--- src/rtl/sld_pkg.sv ---
// ----------------------------------------------------------------------------
// sld_pkg: shared types and constants for the lagged-Fibonacci descrambler
// lag table geometry, modulus, configuration register codes and sequencer states
// ----------------------------------------------------------------------------
package sld_pkg;

  localparam int unsigned DEFAULT_RESEED_INTERVAL = 16;

  localparam int unsigned VAL_W  = 30;
  localparam int unsigned ADDR_W = 6;
  localparam int unsigned KEY_BYTES = 16;

  localparam logic [VAL_W-1:0]  LFG_MODULUS = 30'd1000000000;
  localparam logic [ADDR_W-1:0] LAG_LEN     = 6'd55;
  localparam logic [ADDR_W-1:0] FILL_STEP   = 6'd21;
  localparam logic [ADDR_W-1:0] FILL_STEPS  = 6'd54;
  localparam logic [ADDR_W-1:0] MIX_SPLIT   = 6'd25;
  localparam logic [ADDR_W-1:0] MIX_FAR     = 6'd31;
  localparam logic [ADDR_W-1:0] MIX_NEAR    = 6'd24;
  localparam logic [2:0]        RESEED_PASSES = 3'd4;

  localparam logic [31:0] KEY_WORD0_RST = 32'd3432986453;
  localparam logic [31:0] KEY_WORD1_RST = 32'd2575149027;
  localparam logic [31:0] KEY_WORD2_RST = 32'd3485182685;
  localparam logic [31:0] KEY_WORD3_RST = 32'd390293500;

  typedef enum logic [2:0] {
    CFG_KEY_WORD0 = 3'd0,
    CFG_KEY_WORD1 = 3'd1,
    CFG_KEY_WORD2 = 3'd2,
    CFG_KEY_WORD3 = 3'd3,
    CFG_DIRECTION = 3'd4
  } cfg_idx_e;

  typedef enum logic [2:0] {
    ST_IDLE,
    ST_FILL,
    ST_MIX,
    ST_KEY_RD,
    ST_DELIVER
  } state_e;

  // a - b modulo 1e9, both operands below the modulus
  function automatic logic [VAL_W-1:0] mod_sub(input logic [VAL_W-1:0] a,
                                               input logic [VAL_W-1:0] b);
    logic [VAL_W:0] diff;
    diff = {1'b0, a} - {1'b0, b};
    if (diff[VAL_W]) begin
      diff = diff + {1'b0, LFG_MODULUS};
    end
    return diff[VAL_W-1:0];
  endfunction

endpackage

--- src/rtl/subtractive_lfg_byte_descrambler.sv ---
// ----------------------------------------------------------------------------
// subtractive_lfg_byte_descrambler: keystream byte descrambler / scrambler
// ran3-style subtractive lagged-Fibonacci generator (mod 1e9), 55-entry lag table
// ----------------------------------------------------------------------------
// Each accepted byte gets the low 8 bits of the next lag-table entry subtracted
// (direction 0) or added (direction 1), modulo 256. Every RESEED_INTERVAL bytes
// the table is rebuilt from the next key byte (a 54-step fill walking by 21,
// then four mix passes); restart on a byte sends the count back to key byte 0.
// All table arithmetic runs through one mod-1e9 subtractor, fed from the
// cur/prev registers in fill and from a two-read, one-write lag-table memory
// in mix, one table update per cycle. An ordinary byte goes through ST_KEY_RD
// and ST_DELIVER to the output register; a byte that wraps the read index
// first runs a 55-step mix pass. in_ready_o is low while a byte is worked on;
// a finished result sits in the output register and the next byte may be
// taken meanwhile. The user must write key and direction through the cfg port
// only while idle; the block does not enforce it. The table needs no clearing
// after reset since the first byte always reseeds.
// ----------------------------------------------------------------------------
module subtractive_lfg_byte_descrambler #(
  parameter int unsigned RESEED_INTERVAL = sld_pkg::DEFAULT_RESEED_INTERVAL
) (
  input  logic        clk_i,
  input  logic        rst_ni,
  // configuration write channel
  input  logic        cfg_valid_i,
  output logic        cfg_ready_o,
  input  logic [2:0]  cfg_index_i,
  input  logic [31:0] cfg_data_i,
  // byte input channel
  input  logic        in_valid_i,
  output logic        in_ready_o,
  input  logic [7:0]  data_byte_i,
  input  logic        restart_i,
  // byte output channel
  output logic        out_valid_o,
  input  logic        out_ready_i,
  output logic [7:0]  result_byte_o
);

  localparam int unsigned PHASE_W = (RESEED_INTERVAL > 1) ? $clog2(RESEED_INTERVAL) : 1;
  localparam logic [PHASE_W-1:0] PHASE_LAST = PHASE_W'(RESEED_INTERVAL - 1);
  localparam int unsigned VW = sld_pkg::VAL_W;
  localparam int unsigned AW = sld_pkg::ADDR_W;
  localparam int unsigned DEPTH = 56;

  // sequencer
  sld_pkg::state_e state_q, state_d;

  // configuration registers
  logic [31:0] key_word0_q, key_word1_q, key_word2_q, key_word3_q;
  logic        direction_q;

  // stream position: byte_count = key_idx * RESEED_INTERVAL + phase
  logic [PHASE_W-1:0] phase_q, phase_d;
  logic [3:0]         key_idx_q, key_idx_d;
  logic [AW-1:0]      read_index_q, read_index_d;

  // working registers
  logic [7:0]    data_q, data_d;
  logic [AW-1:0] fill_cnt_q, fill_cnt_d;
  logic [AW-1:0] slot_q, slot_d;
  logic [VW-1:0] prev_q, prev_d;
  logic [VW-1:0] cur_q, cur_d;
  logic [AW-1:0] k_q, k_d;
  logic [2:0]    passes_q, passes_d;

  // mix write-back stage
  logic          wr_pend_q, wr_pend_d;
  logic [AW-1:0] wr_addr_q, wr_addr_d;

  // lag table memory
  logic [VW-1:0] lag_mem [DEPTH];
  logic [VW-1:0] rd_a_q, rd_b_q;
  logic [AW-1:0] raddr_a, raddr_b;
  logic          mem_we;
  logic [AW-1:0] waddr;
  logic [VW-1:0] wdata;

  // output register
  logic       out_valid_q, out_valid_d;
  logic [7:0] out_data_q, out_data_d;

  // shared mod-1e9 subtractor
  logic [VW-1:0] sub_a, sub_b, sub_res;

  logic               in_xfer;
  logic               out_free;
  logic [PHASE_W-1:0] cur_phase;
  logic [3:0]         cur_key;
  logic [31:0]        key_word;
  logic [7:0]         seed;
  logic [AW-1:0]      partner;
  logic [AW:0]        slot_sum;
  logic [7:0]         ks;

  assign in_ready_o    = (state_q == sld_pkg::ST_IDLE);
  assign cfg_ready_o   = 1'b1;
  assign out_valid_o   = out_valid_q;
  assign result_byte_o = out_data_q;

  assign in_xfer  = in_valid_i && in_ready_o;
  assign out_free = !out_valid_q || out_ready_i;

  // restart drops the count back to the start of the key
  assign cur_phase = restart_i ? '0 : phase_q;
  assign cur_key   = restart_i ? 4'd0 : key_idx_q;

  always_comb begin
    case (cur_key[3:2])
      2'd0:    key_word = key_word0_q;
      2'd1:    key_word = key_word1_q;
      2'd2:    key_word = key_word2_q;
      default: key_word = key_word3_q;
    endcase
  end

  assign seed = 8'(key_word >> {cur_key[1:0], 3'b000});

  // mix partner: first 24 entries pull from 31 ahead, the rest from 24 behind
  assign partner = (k_q < sld_pkg::MIX_SPLIT) ? (k_q + sld_pkg::MIX_FAR)
                                              : (k_q - sld_pkg::MIX_NEAR);

  // fill slot walks by 21 modulo 55
  assign slot_sum = {1'b0, slot_q} + {1'b0, sld_pkg::FILL_STEP};

  assign sub_res = sld_pkg::mod_sub(sub_a, sub_b);
  assign ks      = rd_a_q[7:0];

  always_comb begin
    state_d      = state_q;
    phase_d      = phase_q;
    key_idx_d    = key_idx_q;
    read_index_d = read_index_q;
    data_d       = data_q;
    fill_cnt_d   = fill_cnt_q;
    slot_d       = slot_q;
    prev_d       = prev_q;
    cur_d        = cur_q;
    k_d          = k_q;
    passes_d     = passes_q;
    wr_pend_d    = 1'b0;
    wr_addr_d    = wr_addr_q;
    out_valid_d  = out_valid_q && !out_ready_i;
    out_data_d   = out_data_q;
    sub_a        = rd_a_q;
    sub_b        = rd_b_q;
    raddr_a      = read_index_q;
    raddr_b      = read_index_q;
    mem_we       = 1'b0;
    waddr        = wr_addr_q;
    wdata        = sub_res;

    // mix write-back, in the cycle after the read issue
    if (wr_pend_q) begin
      mem_we = 1'b1;
    end

    case (state_q)
      sld_pkg::ST_IDLE: begin
        if (in_xfer) begin
          data_d = data_byte_i;
          if (cur_phase == PHASE_LAST) begin
            phase_d   = '0;
            key_idx_d = cur_key + 4'd1;
          end else begin
            phase_d   = cur_phase + PHASE_W'(1);
            key_idx_d = cur_key;
          end
          if (cur_phase == '0) begin
            // reseed: top entry takes the seed, fill walks from slot 21
            mem_we     = 1'b1;
            waddr      = sld_pkg::LAG_LEN;
            wdata      = VW'(seed);
            prev_d     = VW'(1);
            cur_d      = VW'(seed);
            slot_d     = sld_pkg::FILL_STEP;
            fill_cnt_d = '0;
            state_d    = sld_pkg::ST_FILL;
          end else if (read_index_q == sld_pkg::LAG_LEN) begin
            k_d          = AW'(1);
            passes_d     = 3'd1;
            read_index_d = '0;
            state_d      = sld_pkg::ST_MIX;
          end else begin
            state_d = sld_pkg::ST_KEY_RD;
          end
        end
      end

      sld_pkg::ST_FILL: begin
        sub_a      = cur_q;
        sub_b      = prev_q;
        mem_we     = 1'b1;
        waddr      = slot_q;
        wdata      = prev_q;
        cur_d      = prev_q;
        prev_d     = sub_res;
        slot_d     = (slot_sum >= {1'b0, sld_pkg::LAG_LEN})
                     ? AW'(slot_sum - {1'b0, sld_pkg::LAG_LEN}) : AW'(slot_sum);
        fill_cnt_d = fill_cnt_q + AW'(1);
        if (fill_cnt_q == sld_pkg::FILL_STEPS - AW'(1)) begin
          // four reseed mix passes over the refilled table
          k_d          = AW'(1);
          passes_d     = sld_pkg::RESEED_PASSES;
          read_index_d = '0;
          state_d      = sld_pkg::ST_MIX;
        end
      end

      sld_pkg::ST_MIX: begin
        raddr_a   = k_q;
        raddr_b   = partner;
        wr_pend_d = 1'b1;
        wr_addr_d = k_q;
        if (k_q == sld_pkg::LAG_LEN) begin
          k_d = AW'(1);
          if (passes_q == 3'd1) begin
            state_d = sld_pkg::ST_KEY_RD;
          end else begin
            passes_d = passes_q - 3'd1;
          end
        end else begin
          k_d = k_q + AW'(1);
        end
      end

      sld_pkg::ST_KEY_RD: begin
        raddr_a      = read_index_q + AW'(1);
        read_index_d = read_index_q + AW'(1);
        state_d      = sld_pkg::ST_DELIVER;
      end

      sld_pkg::ST_DELIVER: begin
        // read address held so the keystream entry stays in rd_a_q
        raddr_a = read_index_q;
        if (out_free) begin
          out_valid_d = 1'b1;
          out_data_d  = direction_q ? (data_q + ks) : (data_q - ks);
          state_d     = sld_pkg::ST_IDLE;
        end
      end

      default: begin
        state_d = sld_pkg::ST_IDLE;
      end
    endcase
  end

  // control state
  always_ff @(posedge clk_i or negedge rst_ni) begin
    if (!rst_ni) begin
      state_q      <= sld_pkg::ST_IDLE;
      phase_q      <= '0;
      key_idx_q    <= '0;
      read_index_q <= sld_pkg::LAG_LEN;
      fill_cnt_q   <= '0;
      k_q          <= AW'(1);
      passes_q     <= '0;
      wr_pend_q    <= 1'b0;
      out_valid_q  <= 1'b0;
    end else begin
      state_q      <= state_d;
      phase_q      <= phase_d;
      key_idx_q    <= key_idx_d;
      read_index_q <= read_index_d;
      fill_cnt_q   <= fill_cnt_d;
      k_q          <= k_d;
      passes_q     <= passes_d;
      wr_pend_q    <= wr_pend_d;
      out_valid_q  <= out_valid_d;
    end
  end

  // configuration registers, unknown indexes ignored
  always_ff @(posedge clk_i or negedge rst_ni) begin
    if (!rst_ni) begin
      key_word0_q <= sld_pkg::KEY_WORD0_RST;
      key_word1_q <= sld_pkg::KEY_WORD1_RST;
      key_word2_q <= sld_pkg::KEY_WORD2_RST;
      key_word3_q <= sld_pkg::KEY_WORD3_RST;
      direction_q <= 1'b0;
    end else if (cfg_valid_i && cfg_ready_o) begin
      case (cfg_index_i)
        sld_pkg::CFG_KEY_WORD0: key_word0_q <= cfg_data_i;
        sld_pkg::CFG_KEY_WORD1: key_word1_q <= cfg_data_i;
        sld_pkg::CFG_KEY_WORD2: key_word2_q <= cfg_data_i;
        sld_pkg::CFG_KEY_WORD3: key_word3_q <= cfg_data_i;
        sld_pkg::CFG_DIRECTION: direction_q <= cfg_data_i[0];
        default: ;
      endcase
    end
  end

  // payload registers
  always_ff @(posedge clk_i) begin
    data_q     <= data_d;
    slot_q     <= slot_d;
    prev_q     <= prev_d;
    cur_q      <= cur_d;
    wr_addr_q  <= wr_addr_d;
    out_data_q <= out_data_d;
  end

  // lag table: one write port, two registered read ports
  always_ff @(posedge clk_i) begin
    if (mem_we) begin
      lag_mem[waddr] <= wdata;
    end
    rd_a_q <= lag_mem[raddr_a];
    rd_b_q <= lag_mem[raddr_b];
  end

endmodule

--- config.mk ---
export PLATFORM = sky130hd
export DESIGN_NAME = subtractive_lfg_byte_descrambler
export DESIGN_NICKNAME = d
export VERILOG_FILES = /design/src/rtl/sld_pkg.sv /design/src/rtl/subtractive_lfg_byte_descrambler.sv
export SDC_FILE = /design/constraint.sdc
export NUM_CORES = 1
export LEC_CHECK = 0
export ABC_CLOCK_PERIOD_IN_PS = 7870
export BUFFER_PORTS_ARGS = -buffer_cell sky130_fd_sc_hd__buf_2
export CORE_MARGIN = 10
export CORE_UTILIZATION = 65
export CTS_BUF_LIST = sky130_fd_sc_hd__clkbuf_4
export CTS_CLUSTER_DIAMETER = 50
export CTS_CLUSTER_SIZE = 20
export DETAILED_ROUTE_END_ITERATION = 7
export PLACE_DENSITY = 0.93
export SLEW_MARGIN = 20
export SYNTH_ARGS = -nofsm -noshare
export SYNTH_HDL_FRONTEND = slang
export SYNTH_SLANG_ARGS = --single-unit
--- constraint.sdc ---
create_clock -name clk_i -period 7.87 [get_ports clk_i]
set_input_delay 1.1805 -clock clk_i [delete_from_list [all_inputs] [get_ports clk_i]]
set_output_delay 1.1805 -clock clk_i [all_outputs]
set_load 0.01 [all_outputs]
==> results list <==
- Wirelength, routed: 90.06 mm
- Width of the die: 245.1 um
* Final critical-path share of the clock period: 61.32%
- Count of vias placed by the detailed router: 23796
- In this run the biggest area consumer among cell types represents 44.86% of the synthesized area.
* Post-CTS Setup Repair Bufs: 0
* Final-layout fill cell count: 3085
* Post-CTS clock slew at the launch and capture registers of the worst setup and hold paths: 0.20 ns
* Length of the first detailed-routing pass in iterations: 6
* Type of the worst min-delay path: input pin to async pin
- For this run, the post-layout net count is 2669.
- Largest area contributor in the netlist: sky130_fd_sc_hd__edfxtp_1
* Final period demand of the worst path: 4.826 ns
- FP Rows: 82
- At the later pin of the worst-skew pair, clock insertion delay measures 0.98 ns.
* Layout Skew: 0.1161 ns
- Of the cells placed in the final design, the portion with a size suffix greater than 1 is 22.39%.
* Residual antenna-violating net count after detailed routing: 0
* Worst max-slew margin expressed relative to the limit: 17.06%
- After routing the design area is 34750 um^2.
* Die Ht: 245.1 um
- At the end of routability-driven placement, the weighted congestion stood at 0.9753.
- After synthesis the netlist holds a flip-flop and latch count of 671.
- Via count of the first global-routing pass: 23316
- Crit path DAT: 5.65 ns
- Total routing usage reported by global routing: 29.59%
* Fmax achieved: 0.2072 GHz
- Syn. warnings: 0
- Most instantiated flip-flop cell in the synthesis netlist: sky130_fd_sc_hd__edfxtp_1
- Post-synthesis async set-or-reset flop share: 24.29%
- TritonCTS built the clock tree.
* Hold Fails Final Rpt: 0
* Average footprint of a synthesized cell: 12.60 um^2
- PortBufs: 58
- Crit. End Element: register
* Setup TNS: 0 ns
- After detailed placement, the total cell area comes to 33840 um^2.
- Peak fanout along the critical path: 29
- After floorplanning, the core was sized to cover 50170 um^2.
* Most repeated cell in the gate-level netlist after synthesis: sky130_fd_sc_hd__nand2_1
- Clock tree synthesis found a total of 671 sinks.
- Synthesized netlist net count: 2696
* Synthesized area: 32940 um^2
- Largest net degree at the start of global routing: 163
* Number of antenna violations at the first check in global routing: 8
- For this run, the register share of the synthesized area comes to 58.54%.
- Synth top cells by count: 503 x sky130_fd_sc_hd__nand2_1, 492 x sky130_fd_sc_hd__edfxtp_1, 151 x sky130_fd_sc_hd__nand3_1, 146 x sky130_fd_sc_hd__mux2_2, 139 x sky130_fd_sc_hd__mux4_2
- Count of maximum capacitance violations: 0
- Buffer cell driving the clock tree root: sky130_fd_sc_hd__clkbuf_4
- Num CTS Buffers: 53
* Slew at the pin closest to its max-slew limit: 1.231 ns
* Number of standard cells after synthesis: 2614
* First-pass GRT wire length: 137.8 mm
* # resized after CTS: 0
- The run finished with clean final reports.
- Initial standard-cell utilization of the core: 65.65%
- Yosys mapped the design onto 82 distinct sky130hd cell types.
* Layout Area Growth over Synthesis: 5.508%
- Dividing the detail-routed wire length by the instance count gives 27.20 um.
- Max-slew violation total from the final report: 0
* Detailed placement HPWL: 58.30 mm
- For this run the aggregate overflow at the end of global routing stands at 0.
- The clock passes through at most 3 buffers.
- DR DRC count: 0
* Full die area: 60080 um^2
- Total of hold buffers inserted after clock tree synthesis: 0
* Top-Level Pins: 60
- Final count of negative-setup-slack endpoints: 0
* Unrepaired setup endpoints after global routing: false
- The synthesized design contains 492 enable-type register cells.
- For this block, the initial DRC count from the detailed router was 4051.
- Htree depth: 2
- In the routed layout, each cell is associated on average with a via count of 7.187.
- At the worst endpoint, the required time is 8.69 ns.
- Critical path start-end classification: register to register
- By area the synthesized netlist is led by sky130_fd_sc_hd__edfxtp_1 45%, sky130_fd_sc_hd__mux4_2 9.5%, sky130_fd_sc_hd__dfstp_2 6.8%.
- Category of the worst setup path launch point: register
layer usage:
metal	up-vias	GRT usage (%)	wire [um]
met5	-	0	0
met4	0	16.79	6023
met3	431	7.580	12250
met2	2121	46.29	42570
met1	11430	37.29	29220
li1	9814	-	-
registers in the layout, summed over array words and instances, names as in the netlist, 6 cells and up:
register,count
cur_q,8
data_q,8
fill_cnt_q,6
k_q,6
key_word0_q,32
key_word1_q,32
key_word2_q,32
key_word3_q,32
lag_mem,448
prev_q,8
rd_a_q,8
rd_b_q,8
read_index_q,6
result_byte_o,8
slot_q,6
wr_addr_q,6
final timing paths:
kind / depth (start not counted) / start / slack, ns / endpoint
max: 7 / state_q[0]$_DFFE_PN0P_ / 3.04 / rd_b_q[5]$_DFF_P_
min: 1 / rst_ni / 0.22 / key_word1_q[2]$_DFFE_PN0P_
max reg2reg: 7 / state_q[0]$_DFFE_PN0P_ / 3.04 / rd_b_q[5]$_DFF_P_
min reg2reg: 1 / key_word3_q[20]$_DFFE_PN0P_ / 0.53 / key_word3_q[20]$_DFFE_PN0P_
max in group asynchronous: 2 / rst_ni / 6.42 / key_word1_q[23]$_DFFE_PN0P_
min in group clk_i: 1 / data_byte_i[7] / 0.39 / data_q[7]$_DFFE_PP_
cell families after synthesis:
logic type      Yosys count  synth area share (%)
simple gates            934                 12.48
xor+xnor                 36                0.9573
mux                     347                 16.38
fa+ha+maj                33                 1.299
other cells               1               0.01139
compound gates          388                 7.548
buf+inv                 204                 2.788
flops                   671                 58.54
cell type report:
class | instances | area (um^2) | share of cell area (%)
multi-input cells | 1739 | 13000 | 37.40
diodes | 8 | 20.02 | 0.05761
well taps | 672 | 840.8 | 2.420
inverters | 31 | 121.4 | 0.3492
flip-flops and latches | 671 | 19280 | 55.49
repair buffers | 91 | 594.3 | 1.710
clock buffers | 57 | 427.9 | 1.231
clock inverters | 42 | 467.9 | 1.347
cells in the final DEF (no fill, tap or decap), types with 12 or more instances in the layout:
cell / netlist / routed
sky130_fd_sc_hd__nor3_1: 25 / 25
sky130_fd_sc_hd__a31oi_1: 15 / 15
sky130_fd_sc_hd__xnor2_1: 27 / 27
sky130_fd_sc_hd__buf_4: 8 / 29
sky130_fd_sc_hd__a311oi_1: 21 / 21
sky130_fd_sc_hd__mux2_2: 146 / 146
sky130_fd_sc_hd__nor2_1: 120 / 120
sky130_fd_sc_hd__dfrtp_1: 78 / 76
sky130_fd_sc_hd__nand2b_1: 12 / 12
sky130_fd_sc_hd__edfxtp_1: 492 / 492
sky130_fd_sc_hd__o221ai_1: 25 / 17
sky130_fd_sc_hd__mux4_2: 139 / 139
sky130_fd_sc_hd__clkbuf_4: 0 / 57
sky130_fd_sc_hd__inv_1: 30 / 30
sky130_fd_sc_hd__nand2_1: 503 / 503
sky130_fd_sc_hd__nand3_1: 151 / 151
sky130_fd_sc_hd__o21ai_0: 86 / 86
sky130_fd_sc_hd__buf_2: 54 / 57
sky130_fd_sc_hd__dfstp_2: 85 / 85
sky130_fd_sc_hd__and3_1: 60 / 60
sky130_fd_sc_hd__nand4_1: 15 / 15
sky130_fd_sc_hd__mux2i_1: 62 / 62
sky130_fd_sc_hd__a21oi_1: 131 / 127
sky130_fd_sc_hd__ha_1: 31 / 31
sky130_fd_sc_hd__dfxtp_1: 16 / 16
sky130_fd_sc_hd__o22ai_1: 21 / 21
stage by stage:
step | util (%) | hold WS, ns | std cells | worst slack (ns)
after detailed placement | 67.44 | 0.4907 | 3204 | 3.061
after global placement | 67.43 | 0.4803 | 3204 | 3.200
after global routing | 69.27 | 0.2058 | 3311 | 2.681
after floorplan | - | 0.4231 | 2614 | 2.331
final | 69.27 | 0.2164 | 3311 | 3.045
after CTS | 69.23 | 0.1866 | 3303 | 3.113
critical path, cell delays in order (launching register included):
cell and delay, ns:
sky130_fd_sc_hd__dfrtp_1 0.88, sky130_fd_sc_hd__or3b_1 0.65, sky130_fd_sc_hd__clkinv_4 0.32, sky130_fd_sc_hd__o221ai_1 0.40
sky130_fd_sc_hd__nand2_1 0.56, sky130_fd_sc_hd__nor3_1 1.00, sky130_fd_sc_hd__o21ai_0 0.66, sky130_fd_sc_hd__nand4_1 0.26
Power is left out: the tool's default activity adds up to more than one toggle a clock period on the data nets, which glitch-free logic cannot reach.
